==> src/rtl/phnc_pkg.sv <==
// Package for the perfect and harmonic-divisor number classifier.
// Holds the widths, saturation limits and sequencer state type; no dependencies.
`default_nettype none

package phnc_pkg;

  // Width of the number under test; the low NUM_WIDTH bits of the input are used.
  localparam int NUM_WIDTH = 16;

  // Widths of the stream payload fields.
  localparam int IN_W       = 16;
  localparam int CNT_OUT_W  = 7;
  localparam int SUM_OUT_W  = 18;
  localparam int OUT_DATA_W = 32;
  localparam int OUT_PAD_W  = OUT_DATA_W - CNT_OUT_W - SUM_OUT_W - 2;

  // Saturation limits of the result fields.
  localparam int CNT_MAX = (1 << CNT_OUT_W) - 1;
  localparam int SUM_MAX = (1 << SUM_OUT_W) - 1;

  // Internal tallies hold exact values: the count stays below 2*sqrt(n) and the
  // divisor sum stays below 8n over the whole parameter range.
  localparam int CNT_W = (NUM_WIDTH / 2 + 2 > CNT_OUT_W) ? NUM_WIDTH / 2 + 2 : CNT_OUT_W;
  localparam int SUM_W = (NUM_WIDTH + 3 > SUM_OUT_W) ? NUM_WIDTH + 3 : SUM_OUT_W;

  // Dividend width of the shared divider: wide enough for n times the count.
  localparam int PW     = NUM_WIDTH + CNT_W;
  localparam int STEP_W = $clog2(PW);

  typedef enum logic [2:0] {
    S_IDLE,
    S_TRIAL,
    S_CHECK,
    S_HARM,
    S_FINISH
  } state_e;

endpackage

`default_nettype wire

==> src/rtl/perfect_harmonic_number_classifier_unit.sv <==
// Top level of the perfect and harmonic-divisor number classifier.
// Uses phnc_pkg for widths, limits and the sequencer state type.
`default_nettype none

// The block takes one unsigned number n per input item and returns one result
// item with the number of divisors of n, their sum, a perfect flag (the sum is
// exactly 2n) and a harmonic-divisor flag (the sum divides n times the count).
// Zero is treated as having one divisor of value one, so it reports count 1,
// sum 1, not perfect and harmonic. All work is done by one shared restoring
// divider of PW = 26 dividend bits that retires one quotient bit per cycle.
// It first runs a trial division of n by every d from 1 up to floor(sqrt(n))+1;
// after each division the check state tests the remainder and adds the divisor
// pair d and n/d to the tallies. It then runs one more division of n times the
// count by the sum for the harmonic test. Input tready is high only while the
// sequencer is idle. The result sits in an output register, so a new item is
// accepted while the last result still waits to be taken; the sequencer only
// stalls at the end of an item if that register is still full. Counts and sums
// that do not fit their fields saturate at all ones, while both flags are
// decided on the exact values.
module perfect_harmonic_number_classifier_unit
  import phnc_pkg::*;
(
  input  wire logic                  clk_i,
  input  wire logic                  rst_ni,
  input  wire logic                  s_axis_tvalid,
  output logic                       s_axis_tready,
  input  wire logic [IN_W-1:0]       s_axis_tdata,   // [15:0] value_in
  output logic                       m_axis_tvalid,
  input  wire logic                  m_axis_tready,
  output logic [OUT_DATA_W-1:0]      m_axis_tdata    // [6:0] divisor_count,
                                                     // [24:7] divisor_sum,
                                                     // [25] is_perfect,
                                                     // [26] is_harmonic,
                                                     // [31:27] zero
);

  state_e state_q, state_d;

  // Number under test, trial divisor and the running tallies.
  logic [NUM_WIDTH-1:0] n_q, n_d;
  logic [NUM_WIDTH-1:0] d_q, d_d;
  logic [CNT_W-1:0]     cnt_q, cnt_d;
  logic [SUM_W-1:0]     sum_q, sum_d;

  // Shared divider: partial remainder, dividend/quotient shift register,
  // divisor and the step counter.
  logic [SUM_W-1:0]  rem_q, rem_d;
  logic [PW-1:0]     quo_q, quo_d;
  logic [SUM_W-1:0]  dvs_q, dvs_d;
  logic [STEP_W-1:0] step_q, step_d;

  // Result register.
  logic                 out_valid_q, out_valid_d;
  logic [CNT_OUT_W-1:0] out_cnt_q, out_cnt_d;
  logic [SUM_OUT_W-1:0] out_sum_q, out_sum_d;
  logic                 out_perf_q, out_perf_d;
  logic                 out_harm_q, out_harm_d;

  logic                 in_fire;
  logic [NUM_WIDTH-1:0] n_in;

  // One restoring step of the divider.
  logic [SUM_W:0]   rem_shift;
  logic [SUM_W+1:0] diff;
  logic             fits;
  logic [SUM_W-1:0] rem_next;
  logic [PW-1:0]    quo_next;

  // Evaluation of one finished trial division.
  logic [PW-1:0]    d_ext;
  logic             loop_done;
  logic             pair;
  logic [SUM_W-1:0] sum_inc;
  logic [CNT_W-1:0] cnt_inc;
  logic [PW-1:0]    harm_dividend;
  logic [SUM_W-1:0] two_n;

  assign in_fire = s_axis_tvalid && s_axis_tready;
  assign n_in    = NUM_WIDTH'(s_axis_tdata);

  assign rem_shift = {rem_q, quo_q[PW-1]};
  assign diff      = {1'b0, rem_shift} - {2'b00, dvs_q};
  assign fits      = !diff[SUM_W+1];
  assign rem_next  = fits ? diff[SUM_W-1:0] : rem_shift[SUM_W-1:0];
  assign quo_next  = {quo_q[PW-2:0], fits};

  // After a trial division quo_q holds n / d and rem_q holds n % d. The loop
  // ends once d exceeds n / d, that is once d passes the square root.
  assign d_ext     = PW'(d_q);
  assign loop_done = d_ext > quo_q;
  assign pair      = quo_q != d_ext;
  assign sum_inc   = SUM_W'(d_q) + (pair ? SUM_W'(quo_q) : '0);
  assign cnt_inc   = pair ? CNT_W'(2) : CNT_W'(1);

  assign harm_dividend = PW'(n_q) * PW'(cnt_q);
  assign two_n         = SUM_W'(n_q) << 1;

  always_comb begin
    state_d     = state_q;
    n_d         = n_q;
    d_d         = d_q;
    cnt_d       = cnt_q;
    sum_d       = sum_q;
    rem_d       = rem_q;
    quo_d       = quo_q;
    dvs_d       = dvs_q;
    step_d      = step_q;
    out_valid_d = out_valid_q;
    out_cnt_d   = out_cnt_q;
    out_sum_d   = out_sum_q;
    out_perf_d  = out_perf_q;
    out_harm_d  = out_harm_q;

    if (m_axis_tvalid && m_axis_tready) begin
      out_valid_d = 1'b0;
    end

    s_axis_tready = (state_q == S_IDLE);

    case (state_q)
      S_IDLE: begin
        if (in_fire) begin
          n_d    = n_in;
          rem_d  = '0;
          step_d = STEP_W'(PW - 1);
          if (n_in == '0) begin
            // Zero counts only the divisor one; go straight to the harmonic test,
            // whose dividend n times the count is zero.
            cnt_d   = CNT_W'(1);
            sum_d   = SUM_W'(1);
            quo_d   = '0;
            dvs_d   = SUM_W'(1);
            state_d = S_HARM;
          end else begin
            cnt_d   = '0;
            sum_d   = '0;
            d_d     = NUM_WIDTH'(1);
            quo_d   = PW'(n_in);
            dvs_d   = SUM_W'(1);
            state_d = S_TRIAL;
          end
        end
      end
      S_TRIAL, S_HARM: begin
        rem_d  = rem_next;
        quo_d  = quo_next;
        step_d = step_q - STEP_W'(1);
        if (step_q == '0) begin
          state_d = (state_q == S_TRIAL) ? S_CHECK : S_FINISH;
        end
      end
      S_CHECK: begin
        rem_d  = '0;
        step_d = STEP_W'(PW - 1);
        if (loop_done) begin
          quo_d   = harm_dividend;
          dvs_d   = sum_q;
          state_d = S_HARM;
        end else begin
          if (rem_q == '0) begin
            cnt_d = cnt_q + cnt_inc;
            sum_d = sum_q + sum_inc;
          end
          d_d     = d_q + NUM_WIDTH'(1);
          quo_d   = PW'(n_q);
          dvs_d   = SUM_W'(d_q) + SUM_W'(1);
          state_d = S_TRIAL;
        end
      end
      S_FINISH: begin
        // Wait for the result register to be free, then load it.
        if (!out_valid_q || m_axis_tready) begin
          out_valid_d = 1'b1;
          out_cnt_d   = (cnt_q > CNT_W'(CNT_MAX)) ? CNT_OUT_W'(CNT_MAX)
                                                   : cnt_q[CNT_OUT_W-1:0];
          out_sum_d   = (sum_q > SUM_W'(SUM_MAX)) ? SUM_OUT_W'(SUM_MAX)
                                                   : sum_q[SUM_OUT_W-1:0];
          out_perf_d  = (sum_q == two_n);
          out_harm_d  = (rem_q == '0);
          d_d         = '0;
          state_d     = S_IDLE;
        end
      end
      default: begin
        state_d = S_IDLE;
      end
    endcase
  end

  always_ff @(posedge clk_i or negedge rst_ni) begin
    if (!rst_ni) begin
      state_q     <= S_IDLE;
      out_valid_q <= 1'b0;
      n_q         <= '0;
      d_q         <= '0;
      cnt_q       <= '0;
      sum_q       <= '0;
      step_q      <= '0;
    end else begin
      state_q     <= state_d;
      out_valid_q <= out_valid_d;
      n_q         <= n_d;
      d_q         <= d_d;
      cnt_q       <= cnt_d;
      sum_q       <= sum_d;
      step_q      <= step_d;
    end
  end

  always_ff @(posedge clk_i) begin
    rem_q      <= rem_d;
    quo_q      <= quo_d;
    dvs_q      <= dvs_d;
    out_cnt_q  <= out_cnt_d;
    out_sum_q  <= out_sum_d;
    out_perf_q <= out_perf_d;
    out_harm_q <= out_harm_d;
  end

  assign m_axis_tvalid = out_valid_q;
  assign m_axis_tdata  = {{OUT_PAD_W{1'b0}}, out_harm_q, out_perf_q, out_sum_q, out_cnt_q};

  // The divisor of a running division is never zero.
  assert property (@(posedge clk_i) disable iff (!rst_ni)
    (state_q == S_TRIAL || state_q == S_HARM) |-> (dvs_q != '0))
    else $error("divider runs with a zero divisor");

  // A finished trial division leaves a remainder below its divisor.
  assert property (@(posedge clk_i) disable iff (!rst_ni)
    (state_q == S_CHECK) |-> (rem_q < dvs_q))
    else $error("trial remainder not below the divisor");

  // An accepted item always starts a division in the next cycle.
  assert property (@(posedge clk_i) disable iff (!rst_ni)
    in_fire |=> (state_q == S_TRIAL || state_q == S_HARM))
    else $error("accepted item did not start the divider");

  // A freshly loaded result always reports at least one divisor.
  assert property (@(posedge clk_i) disable iff (!rst_ni)
    (state_q == S_FINISH && state_d == S_IDLE) |=> (out_cnt_q != '0 && out_sum_q != '0))
    else $error("result reports no divisors");

endmodule

`default_nettype wire
==> config.mk <==
export PLATFORM = sky130hd
export DESIGN_NAME = perfect_harmonic_number_classifier_unit
export DESIGN_NICKNAME = d
export VERILOG_FILES = /design/src/rtl/phnc_pkg.sv /design/src/rtl/perfect_harmonic_number_classifier_unit.sv
export SDC_FILE = /design/constraint.sdc
export NUM_CORES = 1
export LEC_CHECK = 0
export BUFFER_PORTS_ARGS = -buffer_cell sky130_fd_sc_hd__buf_2
export CORE_AREA = 2 2 194 158
export DETAILED_ROUTE_END_ITERATION = 10
export DIE_AREA = 0 0 196 160
export HOLD_SLACK_MARGIN = 0.03
export PLACE_DENSITY = 0.69
export REMOVE_ABC_BUFFERS = 1
export SYNTH_ARGS = -nofsm -noshare
export SYNTH_HDL_FRONTEND = slang
export SYNTH_SLANG_ARGS = --single-unit
==> constraint.sdc <==
create_clock -name clk_i -period 11.7 [get_ports clk_i]
set_input_delay 0 -clock clk_i [delete_from_list [all_inputs] [get_ports clk_i]]
set_output_delay 0 -clock clk_i [all_outputs]
set_load 0.01 [all_outputs]
==> out/summary.log, run 1 <==
[clocking] CTS root buffer sky130_fd_sc_hd__clkbuf_16
[die] starting density of the core 51.7%
[clocking] Clock Pin Slew Worst Setup and Hold Paths 70 ps
[clocking] TritonCTS clock tree yes
[global_route] pin count of the biggest net entering global routing 71
[yosys] top-count cell post-synth sky130_fd_sc_hd__nand2_1
[detailed_routing] 1st-iter DRT viols 1167
[worst_setup_path] Worst setup EP type register
[global_route] wire length of the first global-routing pass 65600 um
[worst_setup_path] R2R depth 18
[job] MaxCap Viol Count 0
[placed_design] input/output buffers 48
[detailed_routing] Post-Route WL 40000 um
[yosys] area share of the leading cell type in the synthesized netlist 17.8%
[timing] Clock Skews 15.4 ps
[detailed_routing] number of routed nets with antenna violations 0
[power_and_ir_drop] static leakage power 0.00801 uW
[yosys] Yosys warning count 0
[worst_hold_path] worst-case hold path end point step_q[0]
[worst_setup_path] arrival time reported for the critical path endpoint 6440 ps
[clocking] CTS Buffer Depth 2
[placed_design] hpwl dp 29700 um
[detailed_routing] first drt pass iteration count 6
[clocking] total CTS buffers 17
[worst_setup_path] worst setup path class register to register
[layout] Finished Core Util 55.7%
[die] y dimension of the die 160 um
[clocking] post-CTS repair timing setup buffer count 0
[yosys] number of enable-type register cells in the synthesized netlist 91
[clocking] number of clock sinks 161
[clocking] number of H-tree branching levels 4
[timing] endpoints failing hold 0
[global_route] initial antenna violation count 0
[die] number of top-level design ports 54
[worst_setup_path] startpoint of the worst-slack reg-to-reg timing path cnt_q[5]
[timing] slew of the pin with the lowest slew margin 1230 ps
[worst_setup_path] worst setup slack for register-to-register paths 5430 ps
[worst_setup_path] capture point of the worst reg-to-reg path quo_q[24]
[clocking] insertion delay to the later sink of the worst-skew pair 450 ps
[global_route] aggregate global routing overflow 0
[worst_hold_path] class of the worst hold path input port to register
[worst_setup_path] critical path launch point cnt_q[5]
[yosys] most used flip-flop cell after synthesis sky130_fd_sc_hd__edfxtp_1
[die] Std-Cell Core Area 29700 um^2
[placed_design] placer congestion estimate 0.942
[yosys] proportion of synthesized chip area in sequential cells 29.2%
[worst_setup_path] element type at the critical path start register
[timing] Peak Freq 159 MHz
[yosys] top area cells in the synthesized netlist sky130_fd_sc_hd__edfxtp_1, sky130_fd_sc_hd__fa_1, sky130_fd_sc_hd__dfrtp_1
[timing] Setup TNS Final 0 ps
[layout] Layout area overhead 7.75%
[power_and_ir_drop] Worst VDD drop 0.116 mV
[yosys] number of synthesized register bits 161
[timing] minimum clock period 6270 ps
[timing] share of the clock period used by the worst path 53.6%
[die] total die area 31400 um^2
[global_route] via count of the first global-routing pass 12000
[layout] ratio of cells with drive above 1 in the final layout 8.02%
[clocking] post-CTS sizing 0
[timing] headroom to the max-slew limit 17.4%
[timing] unrepaired setup endpoints after global routing no
[yosys] Cell variety after synth 73
[worst_setup_path] critical path peak fanout 23
[die] die width 196 um
[timing] final setup violation count 0
[yosys] synthesized area divided by synthesized cell count 9.23 um^2
[detailed_routing] # DRC 0
[outcome] run status completed
[worst_hold_path] number of cells on the worst hold path 4
[detailed_routing] total via count after detailed routing 12000
[die] # rows 57
[power_and_ir_drop] power density of the placed cells 239 nW/um^2
[timing] max-slew violation total from the final report 0
[yosys] list of most frequent post-synthesis cells sky130_fd_sc_hd__nand2_1, sky130_fd_sc_hd__inv_1, sky130_fd_sc_hd__fa_1
[yosys] post-synthesis cell area 15300 um^2
[global_route] combined global-route utilization of all metal layers 26.8%
[detailed_routing] Via density 5.82
[detailed_routing] drt wl/cell 19.3 um
[layout] number of nets in the finished design 1940
[yosys] cell taking the most area after synthesis sky130_fd_sc_hd__edfxtp_1
[layout] number of inserted diodes 0
[worst_hold_path] min-delay src s_axis_tvalid
[worst_setup_path] required time of the worst setup path 11860 ps
[yosys] Async SR Flop Fraction 43.5%
[yosys] number of cells produced by synthesis 1662
==> area by class of cell <==
cell class	count	area (um^2)
clock buffers	17	425
clock inverters	15	183
fillers	2658	13100
inverters	183	687
multi-input cells	1233	9790
flip-flops and latches	161	4480
well taps	383	479
repair buffers	75	490
==> what timing repair did <==
| item | in CTS | in global routing |
|---|---|---|
| setup endpoints to repair | 0 | 0 |
| endpoints found under the hold margin | 103 | 0 |
| hold buffers | 18 | 0 |
==> kinds of logic (layout without fill, tap and decap cells) <==
family	count (synthesis)	in the layout	share of synthesized area [%]
other	1	5	0.0244
AO/OA/AOI/OAI	308	308	13.2
adder cells (fa/ha/maj)	249	249	26.6
XOR/XNOR	84	84	4.79
flip-flops	161	161	29.2
multiplexers	20	20	1.30
buffers and inverters	272	290	7.17
AND/OR/NAND/NOR	567	567	17.7
==> flip-flops by register name (all words and copies together) (netlist names), 5 cells and up <==
signal	cells
quo_q	26
n_q	16
sum_q	19
out_sum_q	18
out_cnt_q	7
rem_q	19
cnt_q	10
dvs_q	19
step_q	5
d_q	16
==> critical path: stages (launching register included) <==
cell                       delay, ps
sky130_fd_sc_hd__dfrtp_1         890
sky130_fd_sc_hd__nand2_1         170
sky130_fd_sc_hd__fa_1            510
sky130_fd_sc_hd__fa_1            500
sky130_fd_sc_hd__inv_1            60
sky130_fd_sc_hd__fa_1            500
sky130_fd_sc_hd__fa_1            560
sky130_fd_sc_hd__inv_1            60
sky130_fd_sc_hd__fa_1            520
sky130_fd_sc_hd__inv_1            40
sky130_fd_sc_hd__ha_1            380
sky130_fd_sc_hd__nand4_1         150
sky130_fd_sc_hd__nor4_1          330
sky130_fd_sc_hd__nor3_1          160
sky130_fd_sc_hd__a21oi_2         340
sky130_fd_sc_hd__a31oi_1         210
sky130_fd_sc_hd__o311ai_1        350
sky130_fd_sc_hd__xnor2_1         150
sky130_fd_sc_hd__o21ai_0          90
==> report_power, final <==
part / switching (uW) / internal, uW / total (uW)
logic: 1270 / 879 / 2150
clock network: 257 / 338 / 595
registers: 347 / 864 / 1210
total: 1880 / 2080 / 3960
==> layer usage <==
| layer | track usage [%] | vias to the layer above | part of all wire [%] |
|---|---|---|---|
| li1 | - | 5623 | - |
| met1 | 40.8 | 5910 | 48 |
| met2 | 39.1 | 464 | 43 |
| met3 | 6.08 | 41 | 8.3 |
| met4 | 5.75 | 0 | 1.5 |
| met5 | 0 | - | 0 |
==> worst max path at each step <==
| stage | end | slack, ps | cells past startpoint |
|---|---|---|---|
| after detailed placement | quo_q[24] | 5530 | 18 |
| after global placement | quo_q[19] | 5680 | 18 |
| after global routing | quo_q[23] | 5080 | 20 |
| final | quo_q[24] | 5430 | 18 |
| after floorplan | quo_q[24] | 6250 | 20 |
| after CTS | quo_q[24] | 5500 | 18 |
==> per-stage QoR <==
| stage | area [um^2] | setup WS [ps] | hold slack (ps) | total power (uW) | std cells |
|---|---|---|---|---|---|
| after CTS | 16500 | 5500 | 120 | 3920 | 2067 |
| final | 16500 | 5430 | 138 | 3960 | 2067 |
| after floorplan | 14900 | 6250 | -296 | 2690 | 1577 |
| after detailed placement | 15700 | 5530 | 205 | 3310 | 2017 |
| after global routing | 16500 | 5080 | 139 | 4290 | 2067 |
| after global placement | 15700 | 5680 | 200 | 3260 | 2017 |
==> cell usage in the layout, fill, tap and decap left out, types with 5 or more instances in the layout <==
master                          count
sky130_fd_sc_hd__and3_1            19
sky130_fd_sc_hd__a31oi_1           13
sky130_fd_sc_hd__a211oi_1          25
sky130_fd_sc_hd__o21bai_1           7
sky130_fd_sc_hd__o21a_1            13
sky130_fd_sc_hd__a21o_1            20
sky130_fd_sc_hd__o21ai_1            6
sky130_fd_sc_hd__o22ai_1            5
sky130_fd_sc_hd__and2_1            82
sky130_fd_sc_hd__a32oi_1            9
sky130_fd_sc_hd__edfxtp_1          91
sky130_fd_sc_hd__xnor2_1           45
sky130_fd_sc_hd__o31ai_1           24
sky130_fd_sc_hd__clkbuf_16         17
sky130_fd_sc_hd__ha_1             120
sky130_fd_sc_hd__dlygate4sd3_1     18
sky130_fd_sc_hd__buf_2             47
sky130_fd_sc_hd__nor2_1           107
sky130_fd_sc_hd__inv_1            181
sky130_fd_sc_hd__nand2b_1          10
sky130_fd_sc_hd__nor4_1            18
sky130_fd_sc_hd__nand2_1          228
sky130_fd_sc_hd__nand3_1           21
sky130_fd_sc_hd__nor2b_1           11
sky130_fd_sc_hd__conb_1             5
sky130_fd_sc_hd__dfrtp_1           70
sky130_fd_sc_hd__xor2_1            39
sky130_fd_sc_hd__nor3_1            16
sky130_fd_sc_hd__fa_1             129
sky130_fd_sc_hd__nand4_1           11
sky130_fd_sc_hd__o21ai_0           78
sky130_fd_sc_hd__mux2i_1           20
sky130_fd_sc_hd__a21oi_1           62
sky130_fd_sc_hd__buf_4             10
sky130_fd_sc_hd__or2_2             23
No activity file was read; power rests on OpenSTA's default activity.
==> inputs of run 2 (changes only) <==
--- a/config.mk
+++ b/config.mk
@@ -10,7 +10,7 @@
 export DETAILED_ROUTE_END_ITERATION = 10
 export DIE_AREA = 0 0 196 160
 export HOLD_SLACK_MARGIN = 0.03
-export PLACE_DENSITY = 0.69
+export PLACE_DENSITY = 0.72
 export REMOVE_ABC_BUFFERS = 1
 export SYNTH_ARGS = -nofsm -noshare
 export SYNTH_HDL_FRONTEND = slang
==> constraint.sdc (replaced) <==
create_clock -name clk_i -period 5.49 [get_ports clk_i]
set_input_delay 0 -clock clk_i [delete_from_list [all_inputs] [get_ports clk_i]]
set_output_delay 0 -clock clk_i [all_outputs]
set_load 0.01 [all_outputs]
==> run 2 against run 1 <==
  * The flow now finishes with violations (setup timing)
  * First-iteration DRC count increased by 12%
  * Die area unchanged
  * Critical path depth up 1
  * Non-clock buffer count grew 100
  * Largest cell class unchanged
  * Design area up 7.5%
==> out/summary.log, run 2 (synthesis results as in run 1) <==
[power_and_ir_drop] power density of the placed cells 510 nW/um^2 [+110%]
[clocking] CTS Buffer Depth 2 [unchanged]
[worst_hold_path] number of cells on the worst hold path 5 [+1]
[worst_setup_path] critical path peak fanout 7 [-70%]
[power_and_ir_drop] static leakage power 0.00856 uW [+6.9%]
[die] y dimension of the die 160 um [unchanged]
[worst_setup_path] worst setup path class register to register
[layout] flip-flop count of the largest register after layout 26 [unchanged]
[clocking] number of clock sinks 161 [unchanged]
[worst_setup_path] slowest stage cell, crit path sky130_fd_sc_hd__fa_1
[timing] max-slew violation total from the final report 0 [unchanged]
[placed_design] hpwl dp 30700 um [+3.5%]
[layout] number of inserted diodes 0 [unchanged]
[power_and_ir_drop] Clock Power Share 14.2% [-0.8 points]
[worst_setup_path] element type at the critical path start register
[worst_setup_path] R2R depth 19 [+1]
[timing] final setup violation count 1 [+1]
[detailed_routing] # DRC 0 [unchanged]
[layout] FILL cells 2455 [-7.6%]
[global_route] initial antenna violation count 0 [unchanged]
[detailed_routing] Post-Route WL 41900 um [+4.9%]
[worst_setup_path] list of cells traversed by the critical path buf_6 -> buf_4 -> and2_1 -> fa_1 -> fa_1 -> fa_1 -> fa_1 -> inv_2 -> fa_1 -> inv_1 -> ha_4 -> and4_1 -> o211ai_1 -> buf_4 -> nand3b_1 -> a31oi_2 -> o21bai_1 -> a211o_1 -> a32o_1
[worst_setup_path] Max stage delay on crit path 530 ps [-360 ps]
[layout] cell area after layout 17800 um^2 [+7.5%]
[worst_setup_path] required time of the worst setup path 5690 ps [-6170 ps]
[layout] leading cell type in the layout, fill and taps excluded sky130_fd_sc_hd__nand2_1
[worst_setup_path] startpoint of the worst-slack reg-to-reg timing path n_q[6]
[die] # rows 57 [unchanged]
[layout] ratio of cells with drive above 1 in the final layout 18.0% [+10 points]
[clocking] number of H-tree branching levels 4 [unchanged]
[layout] Reg with most FFs quo_q
[global_route] aggregate global routing overflow 0 [unchanged]
[clocking] CTS root buffer sky130_fd_sc_hd__clkbuf_16
[timing] minimum clock period 5540 ps [-732 ps]
[worst_setup_path] critical path launch point n_q[6]
[timing] endpoints failing hold 0 [unchanged]
[global_route] via count of the first global-routing pass 12700 [+5.4%]
[power_and_ir_drop] proportion of power drawn by combinational gates 59.4% [+5.0 points]
[clocking] insertion delay to the later sink of the worst-skew pair 450 ps [about the same]
[placed_design] input/output buffers 48 [unchanged]
[worst_setup_path] Top delay family on crit path adder cells
[placed_design] placer congestion estimate 0.965 [+2.4%]
[die] die width 196 um [unchanged]
[global_route] combined global-route utilization of all metal layers 27.6% [+0.71 points]
[detailed_routing] Via density 5.92 [+1.7%]
[die] total die area 31400 um^2 [unchanged]
[worst_setup_path] critical path depth 19 [+1]
[power_and_ir_drop] Worst VDD drop 0.236 mV [+100%]
[layout] number of nets in the finished design 2040 [+5.2%]
[die] number of top-level design ports 54 [unchanged]
[global_route] pin count of the biggest net entering global routing 71 [unchanged]
[layout] most frequent cells in the layout sky130_fd_sc_hd__nand2_1, sky130_fd_sc_hd__inv_1, sky130_fd_sc_hd__fa_1
[job] MaxCap Viol Count 0 [unchanged]
[clocking] total CTS buffers 17 [unchanged]
[detailed_routing] drt wl/cell 19.3 um [about the same]
[power_and_ir_drop] switching fraction of total power 47.0% [-0.45 points]
[detailed_routing] 1st-iter DRT viols 1304 [+12%]
[timing] slew of the pin with the lowest slew margin 1170 ps [-64.0 ps]
[outcome] failing checks setup timing
[worst_setup_path] capture point of the worst reg-to-reg path quo_q[19]
[power_and_ir_drop] switching component of the power 4260 uW [+130%]
[worst_setup_path] Worst setup EP type register
[timing] Clock Skews 20.4 ps [+4.93 ps]
[detailed_routing] total via count after detailed routing 12800 [+6.6%]
[power_and_ir_drop] share of total power in sequential cells 26.4% [-4.2 points]
[timing] Setup TNS Final -49.2 ps [-49.2 ps]
[timing] share of the clock period used by the worst path 101% [+47 points]
[power_and_ir_drop] design internal power 4810 uW [+130%]
[worst_setup_path] termination of the worst setup path quo_q[19]
[layout] Layout area overhead 15.9%
[clocking] TritonCTS clock tree yes
[placed_design] cell area after placement 16300 um^2 [+3.6%]
[outcome] run status finished, violations left
[worst_hold_path] class of the worst hold path input port to register
[worst_setup_path] arrival time reported for the critical path endpoint 5740 ps [-700 ps]
[worst_setup_path] CP most frequent cell sky130_fd_sc_hd__fa_1
[die] starting density of the core 51.7% [unchanged]
[global_route] wire length of the first global-routing pass 67600 um [+3.0%]
[timing] final worst-path setup slack -49.2 ps [-5480 ps]
[worst_setup_path] Critical path buffers and inverters 5 [+2]
[timing] unrepaired setup endpoints after global routing yes
[clocking] Clock Pin Slew Worst Setup and Hold Paths 80 ps [about the same]
[timing] headroom to the max-slew limit 22.1% [+4.7 points]
[worst_setup_path] worst setup slack for register-to-register paths -50 ps [-5480 ps]
[placed_design] DP Worst Slack -195 ps [-5730 ps]
[timing] Peak Freq 181 MHz [+13%]
[detailed_routing] number of routed nets with antenna violations 0 [unchanged]
[detailed_routing] first drt pass iteration count 6 [unchanged]
[die] Std-Cell Core Area 29700 um^2 [unchanged]
run 2: changes by cell type in the layout (fill, tap and decap cells not counted), sizes merged:
cell / before / now
clkinv: 3 / 2
inv: 187 / 192
buf: 57 / 157
bufinv: 3 / 1
clkbuf: 17 / 19
clkinvlp: 5 / 1
run 2: power by group through the flow:
stage	clock network [uW]	logic (uW)	registers (uW)
after CTS	1290	5060	2380
after detailed placement	0	4930	2390
after global placement	0	4800	2390
final	1290	5390	2400
after floorplan	0	3470	2270
after global routing	1330	5960	2460
run 2: repair_timing:
action,in CTS,in global routing
buffers inserted,3,23
pin swaps,17,70
endpoints found under the hold margin,104,0
resized for setup,28,90
endpoints found under the setup margin,11,16
hold buffers,18,0
run 2: cell type report:
| cell class | count | area, um^2 | share of cell area [%] |
|---|---|---|---|
| Multi-Input combinational cell | 1233 | 10200 | 57.4 |
| Sequential cell | 161 | 4510 | 25.4 |
| Timing Repair Buffer | 175 | 1290 | 7.24 |
| Inverter | 183 | 687 | 3.86 |
| Tap cell | 383 | 479 | 2.69 |
| Clock buffer | 19 | 464 | 2.61 |
| Clock inverter | 13 | 151 | 0.851 |
run 2: worst min path at each step:
stage	start	slack (ps)	end
2_1_floorplan	rst_ni	-300	cnt_q[0]
4_1_cts	s_axis_tvalid	100	n_q[0]
3_3_place_gp	s_axis_tdata[12]	270	n_q[12]
5_1_grt	s_axis_tvalid	130	n_q[0]
6_report	s_axis_tvalid	110	n_q[0]
3_5_place_dp	s_axis_tdata[12]	280	n_q[12]
run 2: worst min-delay path, stage by stage:
cell and delay, ps:
sky130_fd_sc_hd__buf_2 130, sky130_fd_sc_hd__nand2_1 60, sky130_fd_sc_hd__buf_4 210, sky130_fd_sc_hd__nand2_1 90, sky130_fd_sc_hd__nand2_1 40
run 2: stage by stage:
| stage | total power [uW] | hold slack, ps | instances | util, % |
|---|---|---|---|---|
| after global routing | 9750 | 133 | 2167 | 59.9 |
| final | 9080 | 105 | 2167 | 59.9 |
| after global placement | 7190 | 274 | 2092 | 55.0 |
| after detailed placement | 7320 | 279 | 2092 | 55.0 |
| after floorplan | 5740 | -296 | 1577 | - |
| after CTS | 8730 | 97.7 | 2145 | 58.1 |
run 2: layer usage:
metal	vias to the layer above	routed length [um]	GRT usage, %
met3	73	3770	6.02
li1	5808	-	-
met4	0	889	6.99
met1	6336	18600	40.1
met2	614	18700	41.9
met5	-	0	0
==> inputs of run 3 (changes only) <==
--- a/config.mk
+++ b/config.mk
@@ -9,9 +9,11 @@
 export CORE_AREA = 2 2 194 158
 export DETAILED_ROUTE_END_ITERATION = 10
 export DIE_AREA = 0 0 196 160
+export GPL_TIMING_DRIVEN = 0
 export HOLD_SLACK_MARGIN = 0.03
 export PLACE_DENSITY = 0.72
 export REMOVE_ABC_BUFFERS = 1
+export SETUP_SLACK_MARGIN = 0.3
 export SYNTH_ARGS = -nofsm -noshare
 export SYNTH_HDL_FRONTEND = slang
 export SYNTH_SLANG_ARGS = --single-unit
==> run 3 against run 2 <==
  * Wire length increased by 2.8%
  * Combinational power decreased by 2%
  * Global-route usage increased by 0.43 points
  * Register-to-register slack got worse by 40 ps
  * Utilization increased by 0.072 points
  * Total power decreased by 1.4%
  * Flip-flop and latch count unchanged
  * Highest routed layer unchanged
  * The flow still finishes with violations (setup timing)
  * Design area increased by 0.12%
  * Largest power group unchanged
  * Critical path depth decreased by 2
  * Count of clock-buffer cells in the layout decreased by 2
==> out/summary.log, run 3 (synthesis results as in run 1) <==
[layout] flip-flop count of the largest register after layout 26 [unchanged]
[layout] FILL cells 2387 [-2.8%]
[layout] Reg with most FFs quo_q
[worst_hold_path] min-delay src s_axis_tvalid
[worst_setup_path] Worst setup EP type register
[layout] leading cell type in the layout, fill and taps excluded sky130_fd_sc_hd__nand2_1
[job] MaxCap Viol Count 0 [unchanged]
[worst_setup_path] Top delay family on crit path adder cells
[worst_setup_path] element type at the critical path start register
[timing] max-slew violation total from the final report 0 [unchanged]
[worst_setup_path] list of cells traversed by the critical path and2_4 -> fa_2 -> fa_1 -> fa_1 -> fa_1 -> inv_2 -> fa_1 -> inv_1 -> ha_4 -> nand4_1 -> nor4_4 -> nor3_4 -> a21oi_4 -> a31oi_4 -> o311ai_2 -> xnor2_1 -> o21ai_1
[clocking] number of H-tree branching levels 4 [unchanged]
[die] y dimension of the die 160 um [unchanged]
[clocking] total CTS buffers 17 [unchanged]
[detailed_routing] Via density 5.95 [+0.47%]
[die] total die area 31400 um^2 [unchanged]
[layout] number of inserted diodes 0 [unchanged]
[worst_setup_path] CP most frequent cell sky130_fd_sc_hd__fa_1
[worst_setup_path] critical path launch point cnt_q[6]
[worst_setup_path] Critical path buffers and inverters 2 [-3]
[clocking] TritonCTS clock tree yes
[worst_setup_path] critical path peak fanout 6 [-1]
[detailed_routing] number of routed nets with antenna violations 0 [unchanged]
[timing] share of the clock period used by the worst path 102% [+0.66 points]
[worst_setup_path] capture point of the worst reg-to-reg path quo_q[24]
[outcome] run status finished, violations left
[die] Std-Cell Core Area 29700 um^2 [unchanged]
[worst_setup_path] worst setup path class register to register
[die] # rows 57 [unchanged]
[placed_design] hpwl dp 28500 um [-7.0%]
[global_route] via count of the first global-routing pass 12600 [-0.98%]
[clocking] CTS Buffer Depth 2 [unchanged]
[worst_setup_path] slowest stage cell, crit path sky130_fd_sc_hd__fa_1
[timing] Peak Freq 179 MHz [-0.65%]
[layout] Sequential Area 4540 um^2 [+0.64%]
[layout] ratio of cells with drive above 1 in the final layout 18.1% [+0.040 points]
[timing] unrepaired setup endpoints after global routing yes
[timing] final worst-path setup slack -85.4 ps [-36.2 ps]
[clocking] CTS root buffer sky130_fd_sc_hd__clkbuf_16
[global_route] aggregate global routing overflow 0 [unchanged]
[placed_design] DP Worst Slack -796 ps [-602 ps]
[layout] total area of multi-input combinational cells 10200 um^2 [+0.43%]
[worst_setup_path] critical path depth 17 [-2]
[worst_setup_path] termination of the worst setup path quo_q[24]
[layout] most frequent cells in the layout sky130_fd_sc_hd__nand2_1, sky130_fd_sc_hd__inv_1, sky130_fd_sc_hd__fa_1
[power_and_ir_drop] static leakage power 0.00847 uW [-1.1%]
[layout] Layout area overhead 16.0%
[worst_setup_path] R2R depth 17 [-2]
[timing] headroom to the max-slew limit 15.5% [-6.6 points]
[outcome] failing checks setup timing
[die] die width 196 um [unchanged]
[clocking] Clock Pin Slew Worst Setup and Hold Paths 70 ps [about the same]
[timing] final setup violation count 8 [+7]
[global_route] initial antenna violation count 0 [unchanged]
[worst_setup_path] startpoint of the worst-slack reg-to-reg timing path cnt_q[6]
[timing] Clock Skews 11.1 ps [-9.21 ps]
[power_and_ir_drop] power density of the placed cells 503 nW/um^2 [-1.5%]
[die] number of top-level design ports 54 [unchanged]
[timing] endpoints failing hold 0 [unchanged]
[global_route] combined global-route utilization of all metal layers 28.0% [+0.43 points]
[worst_setup_path] Max stage delay on crit path 570 ps [+40 ps]
[clocking] number of clock sinks 161 [unchanged]
[clocking] insertion delay to the later sink of the worst-skew pair 440 ps [about the same]
[worst_setup_path] worst setup slack for register-to-register paths -90 ps [-40 ps]
[timing] minimum clock period 5580 ps [+36.2 ps]
[detailed_routing] 1st-iter DRT viols 1327 [+1.8%]
[timing] slew of the pin with the lowest slew margin 1270 ps [+101 ps]
[global_route] wire length of the first global-routing pass 68200 um [+0.82%]
[power_and_ir_drop] Worst VDD drop 0.250 mV [+5.7%]
[detailed_routing] drt wl/cell 20.0 um [+3.5%]
[worst_hold_path] class of the worst hold path input port to register
[placed_design] input/output buffers 48 [unchanged]
[worst_setup_path] required time of the worst setup path 5670 ps [-20 ps]
[timing] Final Hold Slack 111 ps [+5.35 ps]
[layout] number of nets in the finished design 2025 [-0.74%]
[detailed_routing] Post-Route WL 43100 um [+2.8%]
[global_route] pin count of the biggest net entering global routing 48 [-32%]
[placed_design] placer congestion estimate 0.892 [-7.5%]
[detailed_routing] # DRC 0 [unchanged]
[detailed_routing] total via count after detailed routing 12800 [-0.23%]
[detailed_routing] first drt pass iteration count 6 [unchanged]
[die] starting density of the core 51.7% [unchanged]
[worst_setup_path] arrival time reported for the critical path endpoint 5760 ps [+20 ps]
==> run 3: cell count changes in the layout (fill, tap and decap cells not counted), sizes merged <==
cell / previous run / this run
inv: 192 / 191
dlygate4sd3: 18 / 20
bufinv: 1 / 0
clkinvlp: 1 / 4
clkbuf: 19 / 17
buf: 157 / 140
clkinv: 2 / 3
==> run 3: repair_timing <==
item / CTS / global route
setup buffers: 75 / 12
pin swaps: 75 / 39
gates cloned: 0 / 0
endpoints found under the hold margin: 104 / 0
hold buffers: 20 / 0
setup endpoints to repair: 23 / 23
resized for setup: 117 / 35
==> run 3: worst min path at each step <==
stage                  to  slack, ps  cells after the start
2_1_floorplan    cnt_q[0]       -300                      0
3_3_place_gp       n_q[4]        240                      3
3_5_place_dp       n_q[3]        -50                      1
4_1_cts         step_q[0]         90                      4
5_1_grt        state_q[1]        120                      4
6_report        step_q[0]        110                      4
==> run 3: worst reg2reg max path, delay by kind of cell (launching register included) <==
family | cells | cell delay, ps
DFF | 1 | 540
adders and majority gates | 6 | 2840
and+or+nand+nor | 4 | 880
xor gates and xnor gates | 1 | 160
buffers and inverters | 2 | 130
AOI/OAI and AO/OA | 4 | 760
==> run 3: power breakdown <==
group          switching, uW  internal [uW]
sequential               635           1860
clock                    576            601
combinational           3060           2230
total                   4270           4690
==> run 3: layout make-up <==
cell class	count	area share, %
clock inverter	15	0.801
multi-input combinational	1233	57.6
tap	383	2.69
sequential	161	25.5
clock buffer	17	2.39
inverter	183	3.88
timing repair buffer	160	7.19
==> run 3: metrics by stage <==
stage | area (um^2) | std cells | utilization [%] | power [uW] | setup TNS [ps]
after floorplan | 14900 | 1577 | - | 5740 | 0
after global placement | 15700 | 2008 | 52.8 | 6840 | -8370
after detailed placement | 15800 | 2013 | 53.2 | 7020 | -7030
after CTS | 17600 | 2140 | 59.3 | 8700 | 0
after global routing | 17800 | 2152 | 60.0 | 9610 | -2110
final | 17800 | 2152 | 60.0 | 8950 | -356
==> run 3: per-layer routing <==
metal / vias up / GRT usage [%] / routed length (um)
met1: 6304 / 41.2 / 19100
li1: 5796 / - / -
met2: 608 / 42.3 / 19000
met3: 94 / 4.35 / 3720
met4: 0 / 9.47 / 1230
met5: - / 0 / 0
